<file path="src/rtl/lds_pkg.sv">
// shared types and register codes for the look disk seek scheduler
`timescale 1ns / 1ps
package lds_pkg;

  // configuration register index port
  localparam int CFG_IDX_W = 2;
  localparam logic [CFG_IDX_W-1:0] REG_HEAD_POS  = 2'd0;
  localparam logic [CFG_IDX_W-1:0] REG_DIRECTION = 2'd1;

  // sweep direction codes
  localparam logic DIR_UP   = 1'b0;
  localparam logic DIR_DOWN = 1'b1;

  // classification attached to each queued request
  typedef struct packed {
    logic last;   // closes the batch
    logic keep;   // fits in the request store
    logic lower;  // strictly below the head position
  } lds_tag_t;

  // queue status seen by producer and consumer
  typedef struct packed {
    logic full;
    logic empty;
  } lds_q_stat_t;

endpackage

</file>
<file path="src/rtl/lds_if.sv">
// channel interfaces: requests, results and configuration writes
`timescale 1ns / 1ps
interface lds_req_if #(parameter int TRACK_BITS = 16);
  logic                  valid;
  logic                  ready;
  logic [TRACK_BITS-1:0] track;
  logic                  last;

  modport source (output valid, output track, output last, input ready);
  modport sink   (input valid, input track, input last, output ready);
endinterface

interface lds_res_if #(parameter int TRACK_BITS = 16);
  logic                  valid;
  logic                  ready;
  logic [TRACK_BITS-1:0] served_track;
  logic [TRACK_BITS-1:0] seek_distance;
  logic [TRACK_BITS:0]   total_seek;
  logic                  final_res;

  modport source (output valid, output served_track, output seek_distance,
                  output total_seek, output final_res, input ready);
  modport sink   (input valid, input served_track, input seek_distance,
                  input total_seek, input final_res, output ready);
endinterface

interface lds_cfg_if #(parameter int DATA_BITS = 16);
  logic                          valid;
  logic                          ready;
  logic [lds_pkg::CFG_IDX_W-1:0] index;
  logic [DATA_BITS-1:0]          data;

  modport source (output valid, output index, output data, input ready);
  modport sink   (input valid, input index, input data, output ready);
endinterface

</file>
<file path="src/rtl/lds_front.sv">
// request intake: batch counting, overflow flagging and head-side classification
`timescale 1ns / 1ps
module lds_front #(
  parameter int MAX_REQUESTS = 16,
  parameter int TRACK_BITS   = 16
) (
  input  logic                    clk,
  input  logic                    rst_n,
  lds_req_if.sink                 in_ch,
  input  logic [TRACK_BITS-1:0]   head_pos,
  input  lds_pkg::lds_q_stat_t    q_stat,
  output logic                    push,
  output logic [$bits(lds_pkg::lds_tag_t)+TRACK_BITS-1:0] push_entry
);

  localparam int CNT_W = $clog2(MAX_REQUESTS + 1);

  logic [CNT_W-1:0]  count_r, count_nxt;
  lds_pkg::lds_tag_t tag;

  assign in_ch.ready = !q_stat.full;
  assign push        = in_ch.valid && in_ch.ready;

  always_comb begin
    tag.last  = in_ch.last;
    tag.keep  = count_r < CNT_W'(MAX_REQUESTS);
    tag.lower = in_ch.track < head_pos;
  end

  assign push_entry = {tag, in_ch.track};

  always_comb begin
    count_nxt = count_r;
    if (push) begin
      if (in_ch.last) begin
        count_nxt = '0;
      end else if (tag.keep) begin
        count_nxt = count_r + 1'b1;
      end
    end
  end

  always_ff @(posedge clk) begin
    if (!rst_n) begin
      count_r <= '0;
    end else begin
      count_r <= count_nxt;
    end
  end

endmodule

</file>
<file path="src/rtl/lds_queue.sv">
// small first-word fall-through queue between intake and scheduler
`timescale 1ns / 1ps
module lds_queue #(
  parameter int WIDTH = 19,
  parameter int DEPTH = 4
) (
  input  logic                 clk,
  input  logic                 rst_n,
  input  logic                 push,
  input  logic [WIDTH-1:0]     push_data,
  input  logic                 pop,
  output logic [WIDTH-1:0]     pop_data,
  output lds_pkg::lds_q_stat_t stat
);

  localparam int PTR_W = (DEPTH > 1) ? $clog2(DEPTH) : 1;
  localparam int CNT_W = $clog2(DEPTH + 1);

  logic [WIDTH-1:0] mem_r [DEPTH];
  logic [PTR_W-1:0] wr_ptr_r, rd_ptr_r;
  logic [CNT_W-1:0] count_r;
  logic             do_push, do_pop;

  assign stat.full  = count_r == CNT_W'(DEPTH);
  assign stat.empty = count_r == '0;
  assign do_push    = push && !stat.full;
  assign do_pop     = pop && !stat.empty;
  assign pop_data   = mem_r[rd_ptr_r];

  always_ff @(posedge clk) begin
    if (do_push) begin
      mem_r[wr_ptr_r] <= push_data;
    end
  end

  always_ff @(posedge clk) begin
    if (!rst_n) begin
      wr_ptr_r <= '0;
      rd_ptr_r <= '0;
      count_r  <= '0;
    end else begin
      if (do_push) begin
        wr_ptr_r <= (wr_ptr_r == PTR_W'(DEPTH - 1)) ? '0 : wr_ptr_r + 1'b1;
      end
      if (do_pop) begin
        rd_ptr_r <= (rd_ptr_r == PTR_W'(DEPTH - 1)) ? '0 : rd_ptr_r + 1'b1;
      end
      case ({do_push, do_pop})
        2'b10:   count_r <= count_r + 1'b1;
        2'b01:   count_r <= count_r - 1'b1;
        default: count_r <= count_r;
      endcase
    end
  end

  a_count_bound: assert property (@(posedge clk) disable iff (!rst_n)
    count_r <= CNT_W'(DEPTH))
    else $error("queue count beyond depth");

endmodule

</file>
<file path="src/rtl/lds_back.sv">
// scheduler: sorted insertion into cells, then look-order emission
`timescale 1ns / 1ps
module lds_back #(
  parameter int MAX_REQUESTS = 16,
  parameter int TRACK_BITS   = 16
) (
  input  logic                  clk,
  input  logic                  rst_n,
  input  logic [TRACK_BITS-1:0] head_pos,
  input  logic                  dir,
  input  logic [$bits(lds_pkg::lds_tag_t)+TRACK_BITS-1:0] q_entry,
  input  lds_pkg::lds_q_stat_t  q_stat,
  output logic                  q_pop,
  lds_res_if.source             out_ch
);

  localparam int CNT_W   = $clog2(MAX_REQUESTS + 1);
  localparam int IDX_W   = (MAX_REQUESTS > 1) ? $clog2(MAX_REQUESTS) : 1;
  localparam int ENTRY_W = $bits(lds_pkg::lds_tag_t) + TRACK_BITS;

  localparam logic [1:0] PH_LOAD  = 2'd0;
  localparam logic [1:0] PH_START = 2'd1;
  localparam logic [1:0] PH_EMIT  = 2'd2;

  logic [1:0]            phase_r, phase_nxt;
  logic [TRACK_BITS-1:0] cells_r   [MAX_REQUESTS];
  logic [TRACK_BITS-1:0] cells_nxt [MAX_REQUESTS];
  logic [CNT_W-1:0]      n_r, n_nxt;
  logic [CNT_W-1:0]      nlow_r, nlow_nxt;
  logic [CNT_W-1:0]      remain_r, remain_nxt;
  logic [IDX_W-1:0]      ptr_r, ptr_nxt;
  logic                  up_r, up_nxt;
  logic [TRACK_BITS-1:0] pos_r, pos_nxt;
  logic [TRACK_BITS:0]   total_r, total_nxt;

  logic [TRACK_BITS-1:0] out_track_r, out_dist_r;
  logic [TRACK_BITS:0]   out_total_r;
  logic                  out_final_r, out_valid_r, out_valid_nxt;

  lds_pkg::lds_tag_t     q_tag;
  logic [TRACK_BITS-1:0] q_track;
  logic [MAX_REQUESTS-1:0] gt, sh;
  logic                  ins_en, advance, start_up;
  logic [TRACK_BITS-1:0] rd_track, seek_dist;
  logic [CNT_W-1:0]      ptr_inc, nlow_dec;

  assign q_tag   = lds_pkg::lds_tag_t'(q_entry[ENTRY_W-1:TRACK_BITS]);
  assign q_track = q_entry[TRACK_BITS-1:0];
  assign q_pop   = (phase_r == PH_LOAD) && !q_stat.empty;
  assign ins_en  = q_pop && q_tag.keep;

  // insertion: entries above the new value move up one cell
  always_comb begin
    for (int i = 0; i < MAX_REQUESTS; i++) begin
      gt[i] = (CNT_W'(i) < n_r) && (cells_r[i] > q_track);
    end
    sh = MAX_REQUESTS'({gt, 1'b0});
    for (int i = 0; i < MAX_REQUESTS; i++) begin
      if (sh[i]) begin
        cells_nxt[i] = cells_r[(i > 0) ? i - 1 : 0];
      end else if (gt[i] || (CNT_W'(i) == n_r)) begin
        cells_nxt[i] = q_track;
      end else begin
        cells_nxt[i] = cells_r[i];
      end
    end
  end

  always_ff @(posedge clk) begin
    if (ins_en) begin
      cells_r <= cells_nxt;
    end
  end

  // emission datapath
  assign advance   = (phase_r == PH_EMIT) && (!out_valid_r || out_ch.ready);
  assign rd_track  = cells_r[ptr_r];
  assign seek_dist = (pos_r >= rd_track) ? pos_r - rd_track : rd_track - pos_r;
  assign ptr_inc   = CNT_W'(ptr_r) + 1'b1;
  assign nlow_dec  = nlow_r - 1'b1;
  assign start_up  = (dir == lds_pkg::DIR_UP) ? (nlow_r < n_r) : (nlow_r == '0);

  always_comb begin
    phase_nxt  = phase_r;
    n_nxt      = n_r;
    nlow_nxt   = nlow_r;
    remain_nxt = remain_r;
    ptr_nxt    = ptr_r;
    up_nxt     = up_r;
    pos_nxt    = pos_r;
    total_nxt  = total_r;
    unique case (phase_r)
      PH_LOAD: begin
        if (q_pop) begin
          if (ins_en) begin
            n_nxt = n_r + 1'b1;
            if (q_tag.lower) begin
              nlow_nxt = nlow_r + 1'b1;
            end
          end
          if (q_tag.last) begin
            phase_nxt = PH_START;
          end
        end
      end
      PH_START: begin
        remain_nxt = n_r;
        up_nxt     = start_up;
        ptr_nxt    = start_up ? IDX_W'(nlow_r) : IDX_W'(nlow_dec);
        pos_nxt    = head_pos;
        total_nxt  = '0;
        phase_nxt  = PH_EMIT;
      end
      PH_EMIT: begin
        if (advance) begin
          pos_nxt    = rd_track;
          total_nxt  = total_r + {1'b0, seek_dist};
          remain_nxt = remain_r - 1'b1;
          if (up_r) begin
            if (ptr_inc < n_r) begin
              ptr_nxt = IDX_W'(ptr_inc);
            end else begin
              ptr_nxt = IDX_W'(nlow_dec);
              up_nxt  = 1'b0;
            end
          end else begin
            if (ptr_r != '0) begin
              ptr_nxt = ptr_r - 1'b1;
            end else begin
              ptr_nxt = IDX_W'(nlow_r);
              up_nxt  = 1'b1;
            end
          end
          if (remain_r == CNT_W'(1)) begin
            phase_nxt = PH_LOAD;
            n_nxt     = '0;
            nlow_nxt  = '0;
          end
        end
      end
      default: phase_nxt = PH_LOAD;
    endcase
  end

  always_comb begin
    out_valid_nxt = out_valid_r;
    if (advance) begin
      out_valid_nxt = 1'b1;
    end else if (out_ch.ready) begin
      out_valid_nxt = 1'b0;
    end
  end

  always_ff @(posedge clk) begin
    if (!rst_n) begin
      phase_r     <= PH_LOAD;
      n_r         <= '0;
      nlow_r      <= '0;
      remain_r    <= '0;
      out_valid_r <= 1'b0;
    end else begin
      phase_r     <= phase_nxt;
      n_r         <= n_nxt;
      nlow_r      <= nlow_nxt;
      remain_r    <= remain_nxt;
      out_valid_r <= out_valid_nxt;
    end
  end

  always_ff @(posedge clk) begin
    ptr_r   <= ptr_nxt;
    up_r    <= up_nxt;
    pos_r   <= pos_nxt;
    total_r <= total_nxt;
    if (advance) begin
      out_track_r <= rd_track;
      out_dist_r  <= seek_dist;
      out_total_r <= total_r + {1'b0, seek_dist};
      out_final_r <= remain_r == CNT_W'(1);
    end
  end

  assign out_ch.valid         = out_valid_r;
  assign out_ch.served_track  = out_track_r;
  assign out_ch.seek_distance = out_dist_r;
  assign out_ch.total_seek    = out_total_r;
  assign out_ch.final_res     = out_final_r;

  a_low_within_count: assert property (@(posedge clk) disable iff (!rst_n)
    nlow_r <= n_r)
    else $error("lower-side count exceeds stored count");

  a_ptr_in_range: assert property (@(posedge clk) disable iff (!rst_n)
    (phase_r == PH_EMIT) |-> (CNT_W'(ptr_r) < n_r))
    else $error("read pointer outside stored entries");

  for (genvar g = 0; g + 1 < MAX_REQUESTS; g++) begin : g_sorted
    a_sorted: assert property (@(posedge clk) disable iff (!rst_n)
      (CNT_W'(g + 1) < n_r) |-> (cells_r[g] <= cells_r[g + 1]))
      else $error("request cells out of order");
  end

endmodule

</file>
<file path="src/rtl/look_disk_seek_scheduler.sv">
// top level of the look disk seek scheduler with configuration registers
`timescale 1ns / 1ps
//
//  channel  dir  handshake    payload
//  in_ch    in   valid/ready  track, last
//  out_ch   out  valid/ready  served_track, seek_distance, total_seek, final_res
//  cfg_ch   in   valid/ready  index (0 head_position, 1 direction), data
//
//  requests are taken one per cycle while the queue has room; each lands in the
//  sorted cell row at the edge it leaves the queue
//  after the last request: a setup state, then one result per cycle while
//  out_ch is taken, set by the single read port of the cell row
//  while a batch is emitted, the next batch is queued (up to the queue depth)
//  synchronous active-low reset clears control and the configuration registers to zero;
//  the request cells are not cleared and need no clearing pass
//  a stalled out_ch holds the result register and stops emission only;
//  intake keeps filling the queue until it is full
//
module look_disk_seek_scheduler #(
  parameter int MAX_REQUESTS = 16,
  parameter int TRACK_BITS   = 16
) (
  input  logic      clk,
  input  logic      rst_n,
  lds_req_if.sink   in_ch,
  lds_res_if.source out_ch,
  lds_cfg_if.sink   cfg_ch
);

  // queue between intake and scheduler
  localparam int Q_DEPTH = 4;
  localparam int ENTRY_W = $bits(lds_pkg::lds_tag_t) + TRACK_BITS;

  // configuration registers
  logic [TRACK_BITS-1:0] head_r;
  logic                  dir_r;

  logic                 q_push, q_pop;
  logic [ENTRY_W-1:0]   q_push_entry, q_pop_entry;
  lds_pkg::lds_q_stat_t q_stat;

  // writes are always taken; unknown indexes are ignored
  assign cfg_ch.ready = 1'b1;

  always_ff @(posedge clk) begin
    if (!rst_n) begin
      head_r <= '0;
      dir_r  <= lds_pkg::DIR_UP;
    end else if (cfg_ch.valid && cfg_ch.ready) begin
      unique case (cfg_ch.index)
        lds_pkg::REG_HEAD_POS:  head_r <= cfg_ch.data;
        lds_pkg::REG_DIRECTION: dir_r  <= cfg_ch.data[0];
        default: ;
      endcase
    end
  end

  // intake: counts the batch, flags overflow and the side of the head
  lds_front #(
    .MAX_REQUESTS (MAX_REQUESTS),
    .TRACK_BITS   (TRACK_BITS)
  ) u_front (
    .clk        (clk),
    .rst_n      (rst_n),
    .in_ch      (in_ch),
    .head_pos   (head_r),
    .q_stat     (q_stat),
    .push       (q_push),
    .push_entry (q_push_entry)
  );

  // decoupling queue
  lds_queue #(
    .WIDTH (ENTRY_W),
    .DEPTH (Q_DEPTH)
  ) u_queue (
    .clk       (clk),
    .rst_n     (rst_n),
    .push      (q_push),
    .push_data (q_push_entry),
    .pop       (q_pop),
    .pop_data  (q_pop_entry),
    .stat      (q_stat)
  );

  // scheduler: sorts the batch and emits look order with seek totals
  lds_back #(
    .MAX_REQUESTS (MAX_REQUESTS),
    .TRACK_BITS   (TRACK_BITS)
  ) u_back (
    .clk      (clk),
    .rst_n    (rst_n),
    .head_pos (head_r),
    .dir      (dir_r),
    .q_entry  (q_pop_entry),
    .q_stat   (q_stat),
    .q_pop    (q_pop),
    .out_ch   (out_ch)
  );

endmodule
</file>
<file path="src/flat_wrapper.sv">
// flat-port wrapper written by rule: the top's interface ports become plain ports
module look_disk_seek_scheduler_flat 
#(
  parameter int MAX_REQUESTS = 16,
  parameter int TRACK_BITS   = 16
)
  (clk, rst_n, in_ch_valid, in_ch_track, in_ch_last, in_ch_ready, out_ch_valid, out_ch_served_track, out_ch_seek_distance, out_ch_total_seek, out_ch_final_res, out_ch_ready, cfg_ch_valid, cfg_ch_index, cfg_ch_data, cfg_ch_ready);
  lds_req_if #(.TRACK_BITS(TRACK_BITS)) in_ch_i ();
  lds_res_if #(.TRACK_BITS(TRACK_BITS)) out_ch_i ();
  lds_cfg_if cfg_ch_i ();
  input  logic clk;
  input  logic rst_n;
  input wire logic [$bits(in_ch_i.valid)-1:0] in_ch_valid;
  input wire logic [$bits(in_ch_i.track)-1:0] in_ch_track;
  input wire logic [$bits(in_ch_i.last)-1:0] in_ch_last;
  output wire logic [$bits(in_ch_i.ready)-1:0] in_ch_ready;
  output wire logic [$bits(out_ch_i.valid)-1:0] out_ch_valid;
  output wire logic [$bits(out_ch_i.served_track)-1:0] out_ch_served_track;
  output wire logic [$bits(out_ch_i.seek_distance)-1:0] out_ch_seek_distance;
  output wire logic [$bits(out_ch_i.total_seek)-1:0] out_ch_total_seek;
  output wire logic [$bits(out_ch_i.final_res)-1:0] out_ch_final_res;
  input wire logic [$bits(out_ch_i.ready)-1:0] out_ch_ready;
  input wire logic [$bits(cfg_ch_i.valid)-1:0] cfg_ch_valid;
  input wire logic [$bits(cfg_ch_i.index)-1:0] cfg_ch_index;
  input wire logic [$bits(cfg_ch_i.data)-1:0] cfg_ch_data;
  output wire logic [$bits(cfg_ch_i.ready)-1:0] cfg_ch_ready;
  assign in_ch_i.valid = in_ch_valid;
  assign in_ch_i.track = in_ch_track;
  assign in_ch_i.last = in_ch_last;
  assign in_ch_ready = in_ch_i.ready;
  assign out_ch_valid = out_ch_i.valid;
  assign out_ch_served_track = out_ch_i.served_track;
  assign out_ch_seek_distance = out_ch_i.seek_distance;
  assign out_ch_total_seek = out_ch_i.total_seek;
  assign out_ch_final_res = out_ch_i.final_res;
  assign out_ch_i.ready = out_ch_ready;
  assign cfg_ch_i.valid = cfg_ch_valid;
  assign cfg_ch_i.index = cfg_ch_index;
  assign cfg_ch_i.data = cfg_ch_data;
  assign cfg_ch_ready = cfg_ch_i.ready;
  look_disk_seek_scheduler #(.MAX_REQUESTS(MAX_REQUESTS), .TRACK_BITS(TRACK_BITS)) u_core (.clk(clk), .rst_n(rst_n), .in_ch(in_ch_i), .out_ch(out_ch_i), .cfg_ch(cfg_ch_i));
endmodule
</file>
<file path="config.mk">
export PLATFORM = sky130hd
export DESIGN_NAME = look_disk_seek_scheduler_flat
export DESIGN_NICKNAME = d
export VERILOG_FILES = /design/src/rtl/lds_pkg.sv /design/src/rtl/lds_if.sv /design/src/rtl/lds_front.sv /design/src/rtl/lds_queue.sv /design/src/rtl/lds_back.sv /design/src/rtl/look_disk_seek_scheduler.sv /design/src/flat_wrapper.sv
export SDC_FILE = /design/constraint.sdc
export NUM_CORES = 1
export LEC_CHECK = 0
export BUFFER_PORTS_ARGS = -buffer_cell sky130_fd_sc_hd__buf_2
export CORE_ASPECT_RATIO = 2
export CORE_MARGIN = 5
export CORE_UTILIZATION = 60
export DETAILED_ROUTE_END_ITERATION = 10
export PLACE_DENSITY = 0.77
export RECOVER_POWER = 100
export SYNTH_ARGS = -nofsm -noshare
export SYNTH_HDL_FRONTEND = slang
export SYNTH_SLANG_ARGS = --single-unit
</file>
<file path="constraint.sdc">
create_clock -name clk -period 10 [get_ports clk]
set_input_delay 1.5 -clock clk [delete_from_list [all_inputs] [get_ports clk]]
set_output_delay 1.5 -clock clk [all_outputs]
set_load 0.05 [all_outputs]
</file>
==> results.py, run 1 <==
metrics = {
    "sta": {
        "fin_crit_ps": 7800,
        "worst_pin_slew_ps": 3590,
        "max_freq_mhz": 128,
        "slew_violations": 344,
        "relSlewSlack_pct": -142,
        "setup-violations-final": 0,
        "finClkSkew_ps": 20.0,
        "rsz0062_at_grt": "false",
        "hold_violations": 0,
        "fin_ws_ps": 2200,
        "fin_crit_sh_pct": 78.0,
        "setup_tns_ps": 0,
    },
    "clock_tree": {
        "clk_pin_slew_ps": 70,
        "cts_tree": "built",
        "clk_path_buf_depth": 3,
        "cts_hold_buf": 0,
        "cts_post_setup_buffers_inserted": 0,
        "insertion_delay_ps": 580,
        "cts_resized": 0,
        "cts_made_buffers": 44,
        "clockRootBuffer": "clkbuf_16",
        "htree_levels": 2,
        "numClockSinks": 469,
    },
    "worst_setup_path": {
        "arrival_ps": 7940,
        "path_class": "register to register",
        "critical_path.max_stage_delay_ps": 2670,
        "r2r_cells": 11,
        "worst_path_max_delay_cell": "o21ai_0",
        "rrSetupSlack_ps": 2200,
        "critPathMaxFanout": 19,
        "path_common_cell": "a21o_1",
        "crit_path_cell_trace": "mux4_2 -> inv_1 -> ha_1 -> a21o_1 -> a21o_1 -> a21o_1 -> a21o_1 -> a221o_1 -> o21ai_0 -> a31oi_2 -> clkbuf_1",
        "required_ps": 10150,
        "crit_path_start_kind": "register",
        "endpoint_kind": "register",
        "timing.rr.end": "u_core.u_back.cells_r[233]",
    },
    "pwr": {
        "power.leakage_nw": 12.4,
        "ir_drop_v": 0.000485,
        "powerDensity_mw_per_mm2": 366,
    },
    "final_layout": {
        "area_growth_pct": 7.99,
        "num_antenna_cells": 0,
        "layout-drive-gt1-share_pct": 18.8,
        "fillers": 3697,
        "nets": 2752,
        "fin_area_mm2": 0.0318,
        "final_cell_mix": "edfxtp_1 (420), ha_1 (343), mux2_2 (218), a21oi_1 (123), nand2_1 (120)",
        "seq_area_mm2": 0.0136,
        "multi_input_area_mm2": 0.0150,
        "layout_commonest_cell": "edfxtp_1",
    },
    "routing": {
        "drtAntennaViolNets": 0,
        "avgViaCountPerCell": 6.63,
        "wl_per_cell_um": 26.1,
        "vias": 20166,
        "route.detailed.drc": 0,
        "drt_iter0_drc": 1927,
        "drt_first_pass_iters": 5,
        "wl_um": 79400,
    },
    "hold_path": {
        "holdPathStages": 2,
        "hold_end": "u_core.head_r[14]",
        "hold_start": "u_core.head_r[14]",
        "hp-class": "register to register",
    },
    "outcome": {
        "violations": "max-capacitance violations, max-slew violations",
        "status": "complete, but fails checks",
    },
    "global_route": {
        "overflow": 0,
        "grt_pass1_vias": 20139,
        "grt_start_max_net_pins": 59,
        "grt_first_pass_wirelength_um": 120000,
        "grt_usage_pct": 28.7,
        "antenna_found_initial": 0,
    },
    "synth": {
        "synthesis.area_mm2": 0.0295,
        "synth_top_family_by_area": "multiplexers",
        "synth.distinct_cells": 76,
        "synth_edf_count": 420,
        "post_synth_xor_area_fraction_pct": 1.31,
        "ys.flop_type": "edfxtp_1",
        "syn_area_per_cell_um2": 12.8,
        "synth_compound_area_share_pct": 11.0,
        "ys_ff_latch": 469,
        "netlist_instances": 2301,
        "syn-num-nets": 2688,
        "synth_adder_area_share_pct": 14.8,
        "synthArstFlopShare_pct": 0,
        "synth_mux_area_share_pct": 16.9,
        "yosysSeqAreaShare_pct": 46.1,
        "ys_warn_count": 0,
        "synthSimpleGateAreaFrac_pct": 6.93,
    },
    "placement": {
        "place_congestion": 0.925,
        "portBuffers": 91,
        "dp_hpwl_um": 58800,
        "post-place-ws_ps": 2480,
        "placed_area_mm2": 0.0306,
    },
    "floorplanning": {
        "rows": 115,
        "die_h_um": 324,
        "start_util_pct": 60.3,
        "pin_count": 93,
        "fp.dieW_um": 167,
        "die_area_mm2": 0.0540,
        "core_mm2": 0.0489,
    },
    "flow_run": {
        "cap_violations": 15,
    },
}
[metrics by stage]
step | utilization [%] | hold WS (ps) | power (mW) | instances
3_5_place_dp | 62.5 | 460 | 9.83 | 2962
2_1_floorplan | - | 443 | 8.05 | 2301
3_3_place_gp | 62.5 | 455 | 9.63 | 2962
5_1_grt | 65.1 | 514 | 12.4 | 3041
4_1_cts | 65.6 | 470 | 11.7 | 3041
6_report | 65.1 | 474 | 11.7 | 3041
[layout make-up]
type	instances	share of cell area (%)
multi-input cells	1618	47.1
flip-flops and latches	469	42.7
clock buffers	51	3.74
well taps	643	2.53
repair buffers	117	1.58
inverters	115	1.36
clock inverters	28	1.04
[routing by layer]
| metal | routed length (µm) | GRT usage (%) | vias to the layer above |
|---|---|---|---|
| li1 | - | - | 9060 |
| met1 | 30800 | 36.5 | 10093 |
| met2 | 38900 | 48.9 | 817 |
| met3 | 4800 | 2.78 | 196 |
| met4 | 4970 | 15.4 | 0 |
| met5 | 0 | 0 | - |
[synthesized netlist by cell type (all sizes together), types with 21 or more instances]
cell,n,area (µm²)
a21o,117,878
o21ai,109,576
dfxtp,49,981
a21oi,123,616
nand2,120,450
and2,22,138
nor2,37,139
clkbuf,56,211
edfxtp,420,12600
o21a,30,225
mux4,99,2230
ha,343,4290
a21boi,29,218
nand3,21,105
nand4,61,382
nor2b,35,219
xnor2,25,219
inv,113,424
buf,43,243
mux2,228,2600
[worst max-delay path by stage]
stage / endpoint / startpoint / slack, ps / depth (start not counted)
2_1_floorplan: u_core.u_back.out_ch.total_seek[16] / u_core.u_back.ptr_r[0] / 4370 / 21
3_3_place_gp: u_core.u_back.total_r[15] / u_core.u_back.ptr_r[2] / 2640 / 17
3_5_place_dp: u_core.u_back.total_r[15] / u_core.u_back.ptr_r[2] / 2480 / 17
4_1_cts: u_core.u_back.total_r[15] / u_core.u_back.ptr_r[2] / 2460 / 17
5_1_grt: u_core.u_back.total_r[15] / u_core.u_back.ptr_r[2] / 1880 / 17
6_report: u_core.u_back.cells_r[233] / register / 2200 / 11
[worst max-delay path, delay by kind of cell (launching register included)]
| family | cells | cell delay (ps) |
|---|---|---|
| muxes | 1 | 680 |
| DFF | 1 | 990 |
| adders and majority gates | 1 | 390 |
| buffers and inverters | 2 | 1280 |
| AOI/OAI and AO/OA | 7 | 3970 |
[where the power goes]
group	internal (mW)	total (mW)	switching [mW]
clock network	1.02	1.81	0.792
logic	2.68	6.76	4.08
registers	2.88	3.09	0.207
[cells by family (layout without fill, tap and decap cells)]
logic type | Yosys count | after routing
other | 1 | 1
multiplexers | 341 | 341
AND/OR/NAND/NOR | 388 | 388
buffers and inverters | 214 | 311
XOR/XNOR | 44 | 44
AO/OA/AOI/OAI | 497 | 497
flip-flops | 469 | 469
adder cells (fa/ha/maj) | 347 | 347
[sequential cells by signal, summed over array words and instances (netlist names), 4 cells and up, named ones only]
signal	cells
u_core.u_back.n_r	5
u_core.u_queue.mem_r	76
u_core.u_back.out_ch.served_track	16
u_core.u_back.remain_r	5
u_core.u_back.total_r	17
u_core.u_back.pos_r	16
u_core.u_back.out_ch.seek_distance	16
u_core.u_back.nlow_r	5
u_core.u_back.ptr_r	4
u_core.u_back.cells_r	256
u_core.head_r	16
u_core.u_front.count_r	5
u_core.u_back.out_ch.total_seek	17
Power figures use the tool's default switching activity.
==> inputs of run 2 (changes only) <==
CORE_UTILIZATION = 57   (was 60)
clock period = 6.54 ns   (was 10 ns; I/O delays follow)
==> results.py, run 2 (synthesis results as in run 1) <==
metrics = {
    "outcome": {
        "status": "complete, but fails checks",
        "violations": "max-capacitance violations, max-slew violations",
    },
    "global_route": {
        "grt_usage_pct": 31.2,
        "grt_first_pass_wirelength_um": 132000,
        "overflow": 0,
        "antenna_found_initial": 5,
        "grt_pass1_vias": 21725,
        "grt_start_max_net_pins": 58,
    },
    "routing": {
        "avgViaCountPerCell": 6.71,
        "wl_um": 89400,
        "drtAntennaViolNets": 0,
        "drt_iter0_drc": 1672,
        "route.detailed.drc": 0,
        "drt_first_pass_iters": 5,
        "vias": 20867,
        "wl_per_cell_um": 28.8,
    },
    "floorplanning": {
        "pin_count": 93,
        "die_h_um": 332,
        "fp.dieW_um": 171,
        "core_mm2": 0.0515,
        "start_util_pct": 57.2,
        "rows": 118,
        "die_area_mm2": 0.0567,
    },
    "final_layout": {
        "final_cell_mix": "edfxtp_1 (420), ha_1 (343), mux2_2 (216), a21oi_1 (123), nand2_1 (120)",
        "fillers": 3907,
        "layout_commonest_cell": "edfxtp_1",
        "nets": 2798,
        "largest_register_ffs": 256,
        "regMostFlops": "u_core.u_back.cells_r",
        "layout-drive-gt1-share_pct": 19.2,
        "area_growth_pct": 8.94,
        "top_regs": "u_core.u_back.cells_r x256, u_core.u_queue.mem_r x76",
        "instances_no_fill": 3108,
    },
    "worst_setup_path": {
        "path_class": "register to register",
        "arrival_ps": 6570,
        "required_ps": 6740,
        "endpoint_kind": "register",
        "crit_path_start_kind": "register",
        "critPathMaxFanout": 16,
    },
    "sta": {
        "fin_crit_ps": 6380,
        "fin_crit_sh_pct": 97.5,
        "hold_violations": 0,
        "relSlewSlack_pct": -105,
        "rsz0062_at_grt": "false",
        "finClkSkew_ps": 31.0,
        "worst_pin_slew_ps": 3080,
        "max_freq_mhz": 157,
        "setup_tns_ps": 0,
        "slew_violations": 115,
        "setup-violations-final": 0,
    },
    "clock_tree": {
        "numClockSinks": 469,
        "clockRootBuffer": "clkbuf_16",
        "cts_made_buffers": 43,
        "cts_post_setup_buffers_inserted": 0,
        "insertion_delay_ps": 600,
        "clk_pin_slew_ps": 70,
        "cts_resized": 0,
        "cts_hold_buf": 0,
        "htree_levels": 2,
        "cts_tree": "built",
        "clk_path_buf_depth": 3,
    },
    "placement": {
        "dp_hpwl_um": 69000,
        "place_congestion": 0.998,
        "portBuffers": 91,
        "dp.cells": 3026,
    },
    "pwr": {
        "powerDensity_mw_per_mm2": 568,
        "power.leakage_nw": 12.5,
        "ir_drop_v": 0.000741,
    },
    "hold_path": {
        "hp-class": "register to register",
    },
    "flow_run": {
        "cap_violations": 3,
    },
}
==> run 2: path summary, 6_finish.rpt <==
kind,slack (ps),cells past startpoint,start,to
worst min register to register,470,2,u_core.head_r[11],u_core.head_r[11]
worst min-delay path,470,2,u_core.head_r[11],u_core.head_r[11]
worst max-delay path,160,13,register,u_core.u_back.cells_r[153]
worst max register to register,160,13,register,u_core.u_back.cells_r[153]
==> run 2: layout make-up <==
type	instances	area [µm²]	share of cell area (%)
tap	660	826	2.57
inverter	115	432	1.34
clock buffer	53	1150	3.59
timing repair buffer	164	808	2.52
clock inverter	27	309	0.962
antenna	2	5.00	0.0156
multi-input combinational	1618	15000	46.7
sequential	469	13600	42.3
==> run 2: per-stage QoR <==
stage	util (%)	power [mW]	setup slack [ps]	hold WS, ps	instance area [µm²]
floorplan	-	12.3	906	443	29500
global placement	60.2	15.1	501	452	31000
detailed placement	60.2	15.5	386	461	31000
CTS	63.0	18.3	301	470	32500
global route	62.3	19.3	23.2	491	32100
finish	62.3	18.2	165	470	32100
==> run 2: report_power, final <==
| group | internal (mW) | switching (mW) | leakage (nW) |
|---|---|---|---|
| Sequential | 4.40 | 0.341 | 4.21 |
| Combinational | 4.27 | 6.51 | 7.54 |
| Clock | 1.51 | 1.20 | 0.719 |
==> run 2: worst max-delay path, stage by stage, from the launching register on <==
cell      delay, ps
dfxtp_1         890
clkbuf_1        310
mux4_2          480
inv_1           280
ha_1            400
nand4_1         130
or2_0           350
nor2_1          300
o21ai_0         440
nor4bb_1        270
clkbuf_1        160
a221o_1         440
a31oi_1         710
clkbuf_1        790
==> run 2: metal layers <==
metal	GRT usage, %	part of all wire [%]	vias to the layer above
met2	55.4	52	1022
li1	-	-	9151
met1	30.6	30	10270
met3	4.33	5.7	418
met4	27.8	12	6
met5	0	0.057	-
